`config.mk`:
```
export PLATFORM = sky130hd
export DESIGN_NAME = ir_aircon_frame_transmitter_unit
export DESIGN_NICKNAME = d
export VERILOG_FILES = /design/src/sv/irac_pkg.sv /design/src/sv/irac_ram.sv /design/src/sv/ir_aircon_frame_transmitter_unit.sv
export SDC_FILE = /design/constraint.sdc
export NUM_CORES = 1
export LEC_CHECK = 0
export BUFFER_PORTS_ARGS = -buffer_cell sky130_fd_sc_hd__buf_2
export CAP_MARGIN = 10
export CORE_ASPECT_RATIO = 1.4
export CORE_UTILIZATION = 54
export DETAILED_ROUTE_END_ITERATION = 10
export GPL_ROUTABILITY_DRIVEN = 1
export GPL_TIMING_DRIVEN = 1
export PLACE_DENSITY_LB_ADDON = 0.25
export SETUP_SLACK_MARGIN = 0.3
export SLEW_MARGIN = 40
export SYNTH_ARGS = -nofsm -noshare
export SYNTH_HDL_FRONTEND = slang
export SYNTH_HIERARCHICAL = 1
export SYNTH_SLANG_ARGS = --single-unit
```
`constraint.sdc`:
```
create_clock -name clk -period 4.1 [get_ports clk]
set_input_delay 0.82 -clock clk [delete_from_list [all_inputs] [get_ports clk]]
set_output_delay 0.82 -clock clk [all_outputs]
set_load 0.005 [all_outputs]
```
`src/sv/irac_pkg.sv`:
```
package irac_pkg;

	// Sizing defaults
	localparam int MAX_FRAME_BYTES_DEF = 16;
	localparam int LEN_W               = 5;
	localparam int STATE_FRAME_LEN     = 16;
	localparam int OFF_FRAME_LEN       = 7;
	localparam logic [15:0] UNIT_TICKS_RESET = 16'd412;

	// Operation codes
	typedef logic [1:0] op_t;
	localparam op_t OP_TICK     = 2'd0;
	localparam op_t OP_STATE    = 2'd1;
	localparam op_t OP_STATE_ON = 2'd2;
	localparam op_t OP_OFF      = 2'd3;

	// Register indexes
	localparam logic REG_UNIT_TICKS = 1'b0;

	// Fixed frame bytes
	localparam logic [7:0] HDR_0      = 8'h14;
	localparam logic [7:0] HDR_1      = 8'h63;
	localparam logic [7:0] HDR_2      = 8'h00;
	localparam logic [7:0] HDR_3      = 8'h10;
	localparam logic [7:0] ST_5       = 8'hFE;
	localparam logic [7:0] ST_6       = 8'h09;
	localparam logic [7:0] ST_7       = 8'h30;
	localparam logic [7:0] ST_14      = 8'h20;
	localparam logic [7:0] OFF_5      = 8'h02;
	localparam logic [7:0] OFF_6      = 8'hFD;
	localparam logic [7:0] SUM_FIXED  = 8'h50;

	typedef struct packed {
		logic [1:0] operation;
		logic [5:0] temperature;
		logic [2:0] ac_mode;
		logic [2:0] fan_speed;
		logic       swing_vert;
		logic       swing_horizontal;
	} cmd_t;

	typedef struct packed {
		logic ir_mark;
		logic busy_res;
		logic frame_done;
		logic rejected;
	} res_t;

	// Byte idx of the state frame, or of the power-off frame when off is set
	function automatic logic [7:0] frame_byte(
		input logic [3:0] idx,
		input logic       off,
		input logic [7:0] t_byte,
		input logic [7:0] m_byte,
		input logic [7:0] f_byte,
		input logic [7:0] c_byte
	);
		logic [7:0] b;
		b = 8'h00;
		case (idx) inside
			4'd0:               b = HDR_0;
			4'd1:               b = HDR_1;
			4'd2:               b = HDR_2;
			4'd3, 4'd4:         b = HDR_3;
			4'd5:               b = off ? OFF_5 : ST_5;
			4'd6:               b = off ? OFF_6 : ST_6;
			4'd7:               b = ST_7;
			4'd8:               b = t_byte;
			4'd9:               b = m_byte;
			4'd10:              b = f_byte;
			4'd14:              b = ST_14;
			4'd15:              b = c_byte;
			default:            b = 8'h00;
		endcase
		return b;
	endfunction

endpackage

```
`src/sv/irac_ram.sv`:
```
module irac_ram #(
	parameter int WIDTH = 8,
	parameter int DEPTH = 16
) (
	input  logic                     clk,
	input  logic                     we,
	input  logic [$clog2(DEPTH)-1:0] waddr,
	input  logic [WIDTH-1:0]         wdata,
	input  logic [$clog2(DEPTH)-1:0] raddr,
	output logic [WIDTH-1:0]         rdata
);

	logic [WIDTH-1:0] mem [DEPTH];

	// Write port and registered read port
	always_ff @(posedge clk) begin
		if (we) begin
			mem[waddr] <= wdata;
		end
		rdata <= mem[raddr];
	end

endmodule

```
`src/sv/ir_aircon_frame_transmitter_unit.sv`:
```
// Channel   Direction  Word              Handshake
// cmd       in         irac_pkg::cmd_t   cmd_valid / cmd_stall
// res       out        irac_pkg::res_t   res_valid / res_stall
// apb       in/out     unit_ticks        psel / penable / pwrite / pready
//
// One command word is taken every clock unless stalled; each gives one result word in
// the next cycle from the output register. A start fills the frame RAM with its 16 or
// 7 bytes, one byte per cycle through its single write port, running ahead of playout.
// Reset clears all control state and loads unit_ticks with 412; the RAM needs no clear.
// cmd_stall is high only while a result word sits in the output register under res_stall.
module ir_aircon_frame_transmitter_unit #(
	parameter int MAX_FRAME_BYTES = irac_pkg::MAX_FRAME_BYTES_DEF
) (
	input  logic           clk,
	input  logic           arst_n,
	input  logic           cmd_valid,
	output logic           cmd_stall,
	input  irac_pkg::cmd_t cmd,
	output logic           res_valid,
	input  logic           res_stall,
	output irac_pkg::res_t res,
	input  logic           psel,
	input  logic           penable,
	input  logic           pwrite,
	input  logic [2:0]     paddr,
	input  logic [31:0]    pwdata,
	output logic [31:0]    prdata,
	output logic           pready
);

	localparam int AW = $clog2(MAX_FRAME_BYTES);
	localparam int LW = irac_pkg::LEN_W;
	localparam int STATE_LEN = (MAX_FRAME_BYTES < irac_pkg::STATE_FRAME_LEN) ?
		MAX_FRAME_BYTES : irac_pkg::STATE_FRAME_LEN;
	localparam logic [LW-1:0] STATE_LEN_V = LW'(STATE_LEN);
	localparam logic [LW-1:0] OFF_LEN_V   = LW'(irac_pkg::OFF_FRAME_LEN);

	typedef enum logic [2:0] {
		PH_IDLE, PH_LEAD_MARK, PH_LEAD_SPACE, PH_BIT_MARK,
		PH_BIT_SPACE, PH_TRAIL_MARK, PH_TRAIL_SPACE
	} phase_t;

	// Control state
	phase_t        phase_q, phase_nxt;
	logic [LW-1:0] byte_pos_q, byte_pos_nxt;
	logic [2:0]    bit_pos_q, bit_pos_nxt;
	logic [15:0]   tick_cnt_q, tick_cnt_nxt;
	logic [3:0]    units_q, units_nxt;
	logic [LW-1:0] frame_len_q, frame_len_nxt;
	logic [15:0]   unit_ticks_q;

	// Frame fill
	logic          wr_active_q;
	logic [LW-1:0] wr_idx_q;
	logic          wr_off_q;
	logic [7:0]    t_byte_q, m_byte_q, f_byte_q, c_byte_q;

	// Output register
	logic           res_valid_q;
	irac_pkg::res_t res_q, res_nxt;

	logic          cmd_acc, is_start, start_go, tick_go;
	logic          seg_end, done_nxt;
	logic [15:0]   cnt_inc;
	logic [3:0]    units_dec;
	logic [2:0]    bit_inc;
	logic [LW-1:0] byte_inc;
	logic [5:0]    temp_clamp;
	logic [7:0]    t_byte, m_byte, f_byte, c_byte;
	logic [7:0]    rd_byte;
	logic          ram_we;
	logic [7:0]    ram_wdata;

	assign cmd_stall = res_valid_q && res_stall;
	assign cmd_acc   = cmd_valid && !cmd_stall;
	assign is_start  = cmd.operation != irac_pkg::OP_TICK;
	assign start_go  = cmd_acc && is_start && (phase_q == PH_IDLE);
	assign tick_go   = cmd_acc && !is_start && (phase_q != PH_IDLE);

	// Build the variable bytes of the state frame
	always_comb begin
		if (cmd.temperature > 6'd31) begin
			temp_clamp = 6'd31;
		end else if (cmd.temperature < 6'd16) begin
			temp_clamp = 6'd16;
		end else begin
			temp_clamp = cmd.temperature;
		end
		t_byte = {temp_clamp[3:0], 3'b000, cmd.operation == irac_pkg::OP_STATE_ON};
		m_byte = {5'b00000, cmd.ac_mode};
		f_byte = {2'b00, cmd.swing_horizontal, cmd.swing_vert, 1'b0, cmd.fan_speed};
		c_byte = 8'h00 - (irac_pkg::SUM_FIXED + t_byte + m_byte + f_byte);
	end

	// Fill the frame RAM one byte per cycle after a start
	assign ram_we    = wr_active_q;
	assign ram_wdata = irac_pkg::frame_byte(wr_idx_q[3:0], wr_off_q,
		t_byte_q, m_byte_q, f_byte_q, c_byte_q);

	always_ff @(posedge clk or negedge arst_n) begin
		if (!arst_n) begin
			wr_active_q <= 1'b0;
			wr_idx_q    <= '0;
		end else if (start_go) begin
			wr_active_q <= 1'b1;
			wr_idx_q    <= '0;
		end else if (wr_active_q) begin
			wr_idx_q <= wr_idx_q + 1'b1;
			if (wr_idx_q + 1'b1 == frame_len_q) begin
				wr_active_q <= 1'b0;
			end
		end
	end

	always_ff @(posedge clk) begin
		if (start_go) begin
			wr_off_q <= cmd.operation == irac_pkg::OP_OFF;
			t_byte_q <= t_byte;
			m_byte_q <= m_byte;
			f_byte_q <= f_byte;
			c_byte_q <= c_byte;
		end
	end

	// Read ahead at the next byte position so the current byte is ready in every cycle
	irac_ram #(
		.WIDTH(8),
		.DEPTH(MAX_FRAME_BYTES)
	) u_frame_ram (
		.clk  (clk),
		.we   (ram_we),
		.waddr(wr_idx_q[AW-1:0]),
		.wdata(ram_wdata),
		.raddr(byte_pos_nxt[AW-1:0]),
		.rdata(rd_byte)
	);

	// Advance the envelope on ticks; load a frame on start
	assign cnt_inc   = tick_cnt_q + 16'd1;
	assign units_dec = units_q - 4'd1;
	assign seg_end   = (cnt_inc >= unit_ticks_q) && (units_dec == 4'd0);
	assign bit_inc   = bit_pos_q + 3'd1;
	assign byte_inc  = (bit_inc == 3'd0) ? byte_pos_q + 1'b1 : byte_pos_q;

	always_comb begin
		phase_nxt     = phase_q;
		byte_pos_nxt  = byte_pos_q;
		bit_pos_nxt   = bit_pos_q;
		tick_cnt_nxt  = tick_cnt_q;
		units_nxt     = units_q;
		frame_len_nxt = frame_len_q;
		done_nxt      = 1'b0;
		if (start_go) begin
			frame_len_nxt = (cmd.operation == irac_pkg::OP_OFF) ? OFF_LEN_V : STATE_LEN_V;
			byte_pos_nxt  = '0;
			bit_pos_nxt   = '0;
			tick_cnt_nxt  = '0;
			phase_nxt     = PH_LEAD_MARK;
			units_nxt     = 4'd8;
		end else if (tick_go) begin
			tick_cnt_nxt = cnt_inc;
			if (cnt_inc >= unit_ticks_q) begin
				tick_cnt_nxt = '0;
				units_nxt    = units_dec;
			end
			if (seg_end) begin
				unique case (phase_q)
					PH_LEAD_MARK: begin
						phase_nxt = PH_LEAD_SPACE;
						units_nxt = 4'd4;
					end
					PH_LEAD_SPACE: begin
						phase_nxt = (frame_len_q == '0) ? PH_TRAIL_MARK : PH_BIT_MARK;
						units_nxt = 4'd1;
					end
					PH_BIT_MARK: begin
						phase_nxt = PH_BIT_SPACE;
						units_nxt = rd_byte[bit_pos_q] ? 4'd1 : 4'd3;
					end
					PH_BIT_SPACE: begin
						bit_pos_nxt  = bit_inc;
						byte_pos_nxt = byte_inc;
						phase_nxt    = (byte_inc >= frame_len_q) ? PH_TRAIL_MARK : PH_BIT_MARK;
						units_nxt    = 4'd1;
					end
					PH_TRAIL_MARK: begin
						phase_nxt = PH_TRAIL_SPACE;
						units_nxt = 4'd4;
					end
					default: begin
						phase_nxt    = PH_IDLE;
						units_nxt    = '0;
						tick_cnt_nxt = '0;
						byte_pos_nxt = '0;
						bit_pos_nxt  = '0;
						done_nxt     = 1'b1;
					end
				endcase
			end
		end
		res_nxt.ir_mark    = (phase_nxt == PH_LEAD_MARK) || (phase_nxt == PH_BIT_MARK) ||
			(phase_nxt == PH_TRAIL_MARK);
		res_nxt.busy_res   = phase_nxt != PH_IDLE;
		res_nxt.frame_done = done_nxt;
		res_nxt.rejected   = cmd_acc && is_start && (phase_q != PH_IDLE);
	end

	// Hold state and the result register
	always_ff @(posedge clk or negedge arst_n) begin
		if (!arst_n) begin
			phase_q     <= PH_IDLE;
			byte_pos_q  <= '0;
			bit_pos_q   <= '0;
			tick_cnt_q  <= '0;
			units_q     <= '0;
			frame_len_q <= '0;
			res_valid_q <= 1'b0;
		end else begin
			phase_q     <= phase_nxt;
			byte_pos_q  <= byte_pos_nxt;
			bit_pos_q   <= bit_pos_nxt;
			tick_cnt_q  <= tick_cnt_nxt;
			units_q     <= units_nxt;
			frame_len_q <= frame_len_nxt;
			if (!cmd_stall) begin
				res_valid_q <= cmd_acc;
			end
		end
	end

	always_ff @(posedge clk) begin
		if (cmd_acc) begin
			res_q <= res_nxt;
		end
	end

	assign res_valid = res_valid_q;
	assign res       = res_q;

	// Register port
	assign pready = 1'b1;

	always_ff @(posedge clk or negedge arst_n) begin
		if (!arst_n) begin
			unit_ticks_q <= irac_pkg::UNIT_TICKS_RESET;
		end else if (psel && penable && pwrite && (paddr[2] == irac_pkg::REG_UNIT_TICKS)) begin
			unit_ticks_q <= pwdata[15:0];
		end
	end

	assign prdata = (paddr[2] == irac_pkg::REG_UNIT_TICKS) ? {16'h0000, unit_ticks_q} : '0;

`ifndef ASSERT_OFF
	a_fill_while_busy: assert property (@(posedge clk) disable iff (!arst_n)
		wr_active_q |-> phase_q != PH_IDLE)
		else $error("frame fill running while idle");

	a_byte_written_before_read: assert property (@(posedge clk) disable iff (!arst_n)
		(tick_go && seg_end && phase_q == PH_BIT_MARK && wr_active_q)
		|-> ({1'b0, byte_pos_q} + 6'd1 < {1'b0, wr_idx_q}))
		else $error("frame byte read before it was written");

	a_reject_only_busy: assert property (@(posedge clk) disable iff (!arst_n)
		(res_valid_q && res_q.rejected) |-> res_q.busy_res)
		else $error("start rejected while idle");

	a_done_ends_frame: assert property (@(posedge clk) disable iff (!arst_n)
		(res_valid_q && res_q.frame_done) |-> (!res_q.busy_res && !res_q.ir_mark))
		else $error("frame done while still sending");
`endif

endmodule
```
==> impl_metrics.toml <==
[global_route]
grt_max_degree = 38
use_met3_pct = 2.981
grt_busiest_layer = "met2"
track_usage_pct = 24.08
grt_pass1_wl_um = 37330
grt_overflow = 0
met2_usage_pct = 47.23
antenna_found_initial = 0
grt_pass1_vias = 7113
grt_util_met1_pct = 25.83

[layout]
areaGrowthSynthToFinish_pct = 18.77
drive_gt1_share_pct = 30.48
nNetsFinal = 1023
fillers = 1406
final_common_cell = "edfxtp_1"
antenna_cells = 0
most-common-layout-cells = "edfxtp_1, buf_2, nor2_1"

[floorplan]
initial_utilization_pct = 55.24
rows = 60
die_w_um = 120.5
core_area_mm2 = 0.01922
die_h_um = 167.9
io-pin-count = 97
die-area_mm2 = 0.02023

[pwr]
p_leak_nw = 5.007
p_total_w = 0.007260
peakVddDrop_mv = 0.3386
pwr_density_cell_mw_per_mm2 = 575.8

[worst_setup_path]
critPathRequiredTime_ns = 4.48
cp-start-kind = "flip-flop"
slowest_stage = "dfrtp_1"
critical-path-top-delay-family = "simple AND/OR/NAND/NOR gates"
path_class = "flip-flop to flip-flop"
max_stage_delay_ns = 0.37
crit_buf_inv = 3
path_cells = "nand2_1 > nor2_4 > and3_4 > and3_4 > nand3_4 > xnor2_2 > ha_1 > nand4_1 > nor2_2 > o2111ai_2 > o211ai_2 > buf_6 > buf_6 > nand2_4 > o21a_4 > a22o_4 > buf_6 > mux4_2 > a22oi_2 > nand2_1"
timing.reg2reg.setup_slack_ns = 0.28
cp.arrival_ns = 4.21
startpoint = "tick_cnt_q[7]$_DFFE_PN0P_"
crit_cells = 20
r2r_end = "u_frame_ram/rdata[4]$_DFF_P_"
worst-path-max-fanout = 8
crit_top_cell = "buf_6"
r2r_cells = 20
reg2reg_from = "tick_cnt_q[7]$_DFFE_PN0P_"
critPathCapture = "u_frame_ram/rdata[4]$_DFF_P_"
cp-end-kind = "flip-flop"

[timing]
slew_headroom_pct = 42.52
setup_viol = 0
rsz0062_at_grt = "true"
drv_slew = 0
finalClockSkew_ns = 0.01624
fin_ws_ns = 0.2760
worst_slew_pin_slew_ns = 0.8590
post-route-min-period_ns = 3.824
final_hold_viol_count = 0
post-route-period-util_pct = 93.27
fmax_mhz = 261.5

[placed_design]
port-buffer-count = 61
place_hpwl_um = 15720
gp_congestion = 0.8641
dp_slack_ns = -0.04424

[clock_network]
clk_transition_reported_paths_ns = 0.07
clock_sinks = 218
clk_path_buf_depth = 3
cts_max_level = 1
cts_buffers = 21
cts_tree = "done"
insertion_delay_ns = 0.50
cts_hold_buffers = 0
root_buffer = "clkbuf_16"

[drt]
num_vias = 6934
dr.pass1.iters = 5
avgViaCountPerCell = 5.861
wl_per_cell_um = 20.01
ant_nets = 0
routed_wirelength_um = 23670
drt_iter0_markers = 518
drc = 0

[synth]
synth_edf_count = 154
synthArstFlopShare_pct = 25.69
synthTopCellsByArea = "edfxtp_1, dfrtp_1, ha_1"
syn-mean-instance-area_um2 = 13.20
yosysSeqAreaShare_pct = 58.33
synth_warnings = 6
synth-seq-cells = 218
synthFlopType = "edfxtp_1"
syn_inst = 804
synth_area_leader_cell = "edfxtp_1"
synth_cell_type_count = 70
syn_area_mm2 = 0.01062
synth_top_area_share_pct = 43.56

[min_path]
hold_class = "input port to async pin"

[run_status]
status = "completed"

[job]
cap_violations = 0
==> what timing repair did <==
| action | 4_1_cts | 5_1_grt |
|---|---|---|
| resized for setup | 59 | 28 |
| pin swaps | 27 | 20 |
| buffers inserted | 10 | 3 |
| hold endpoints to repair | 0 | 0 |
| cloned | 4 | 0 |
| setup endpoints to repair | 8 | 9 |
==> kinds of logic after synthesis <==
family / Yosys count / share of synthesized area (%)
adders and majority gates: 45 / 5.445
other: 2 / 0.07074
and+or+nand+nor: 205 / 9.440
xor gates and xnor gates: 31 / 2.557
muxes: 59 / 10.38
DFF: 218 / 58.33
buffers and inverters: 104 / 5.056
AOI/OAI and AO/OA: 140 / 8.721
==> state kept, by name, summed over array words and instances, names as in the netlist <==
signal / flops
u_frame_ram/mem: 128
tick_cnt_q: 16
unit_ticks_q: 16
c_byte_q: 8
u_frame_ram/rdata: 8
byte_pos_q: 5
f_byte_q: 5
t_byte_q: 5
wr_idx_q: 5
res: 4
units_q: 4
bit_pos_q: 3
m_byte_q: 3
phase_q: 3
frame_len_q: 2
ram_we: 1
res_valid: 1
wr_off_q: 1
==> metal layers <==
metal	up-vias	part of all wire (%)
met5	-	0
met2	246	57
li1	3178	-
met1	3453	35
met3	57	4.4
met4	0	3.0
==> synthesized netlist by cell type (6+ instances only) <==
cell      number
nor2_1        64
nor2b_1        9
a22oi_1       20
mux2_2        19
nand4_1        6
a22o_1        10
nand2b_1       7
buf_6          6
a21oi_1       30
mux4_1        14
buf_2          6
ha_1          43
edfxtp_1     154
nand3_1       15
mux4_2        20
nor3_1        21
dfxtp_1        8
clkbuf_1      15
o21ai_0       31
xnor2_1       20
buf_4         20
dfrtp_1       51
nand2_1       49
a21o_1         8
a31oi_1        6
inv_1         51
and3_1         6
xor2_1        11
==> cell type report <==
class	instances	area, um2	share of cell area (%)
clock buffers	23	533.0	4.227
well taps	248	310.3	2.461
flip-flops and latches	218	6196	49.14
multi-input cells	500	4274	33.90
clock inverters	15	217.7	1.727
inverters	52	195.2	1.548
repair buffers	127	883.3	7.005
==> worst min path at each step <==
stage,start,to,slack [ns],depth (start not counted)
after floorplan,unit_ticks_q[10]$_DFFE_PN0P_,unit_ticks_q[10]$_DFFE_PN0P_,0.48,1
after global placement,unit_ticks_q[6]$_DFFE_PN0P_,unit_ticks_q[6]$_DFFE_PN0P_,0.49,1
after detailed placement,unit_ticks_q[6]$_DFFE_PN0P_,unit_ticks_q[6]$_DFFE_PN0P_,0.50,1
after CTS,arst_n,bit_pos_q[1]$_DFFE_PN0P_,0.30,1
after global routing,arst_n,res_valid$_DFFE_PN0N_,0.32,1
final,arst_n,wr_idx_q[4]$_DFFE_PN0P_,0.29,1
==> metrics by stage <==
stage                     instances  utilization (%)  hold slack, ns  setup TNS (ns)  cell area (um2)
final                          1183            65.61          0.2946               0            12610
after global routing           1183            65.61          0.3216               0            12610
after CTS                      1178            64.73          0.2964               0            12440
after detailed placement       1126            59.19          0.4987        -0.06096            11370
after global placement         1126            59.13          0.4948               0            11360
after floorplan                 819                -          0.4794               0            10700
==> report_power, final <==
group | internal (W) | switching (W)
sequential | 0.00308 | 0.000260
combinational | 0.000679 | 0.00116
clock | 0.00126 | 0.000818
total | 0.00502 | 0.00224
Power figures use the tool's default switching activity.
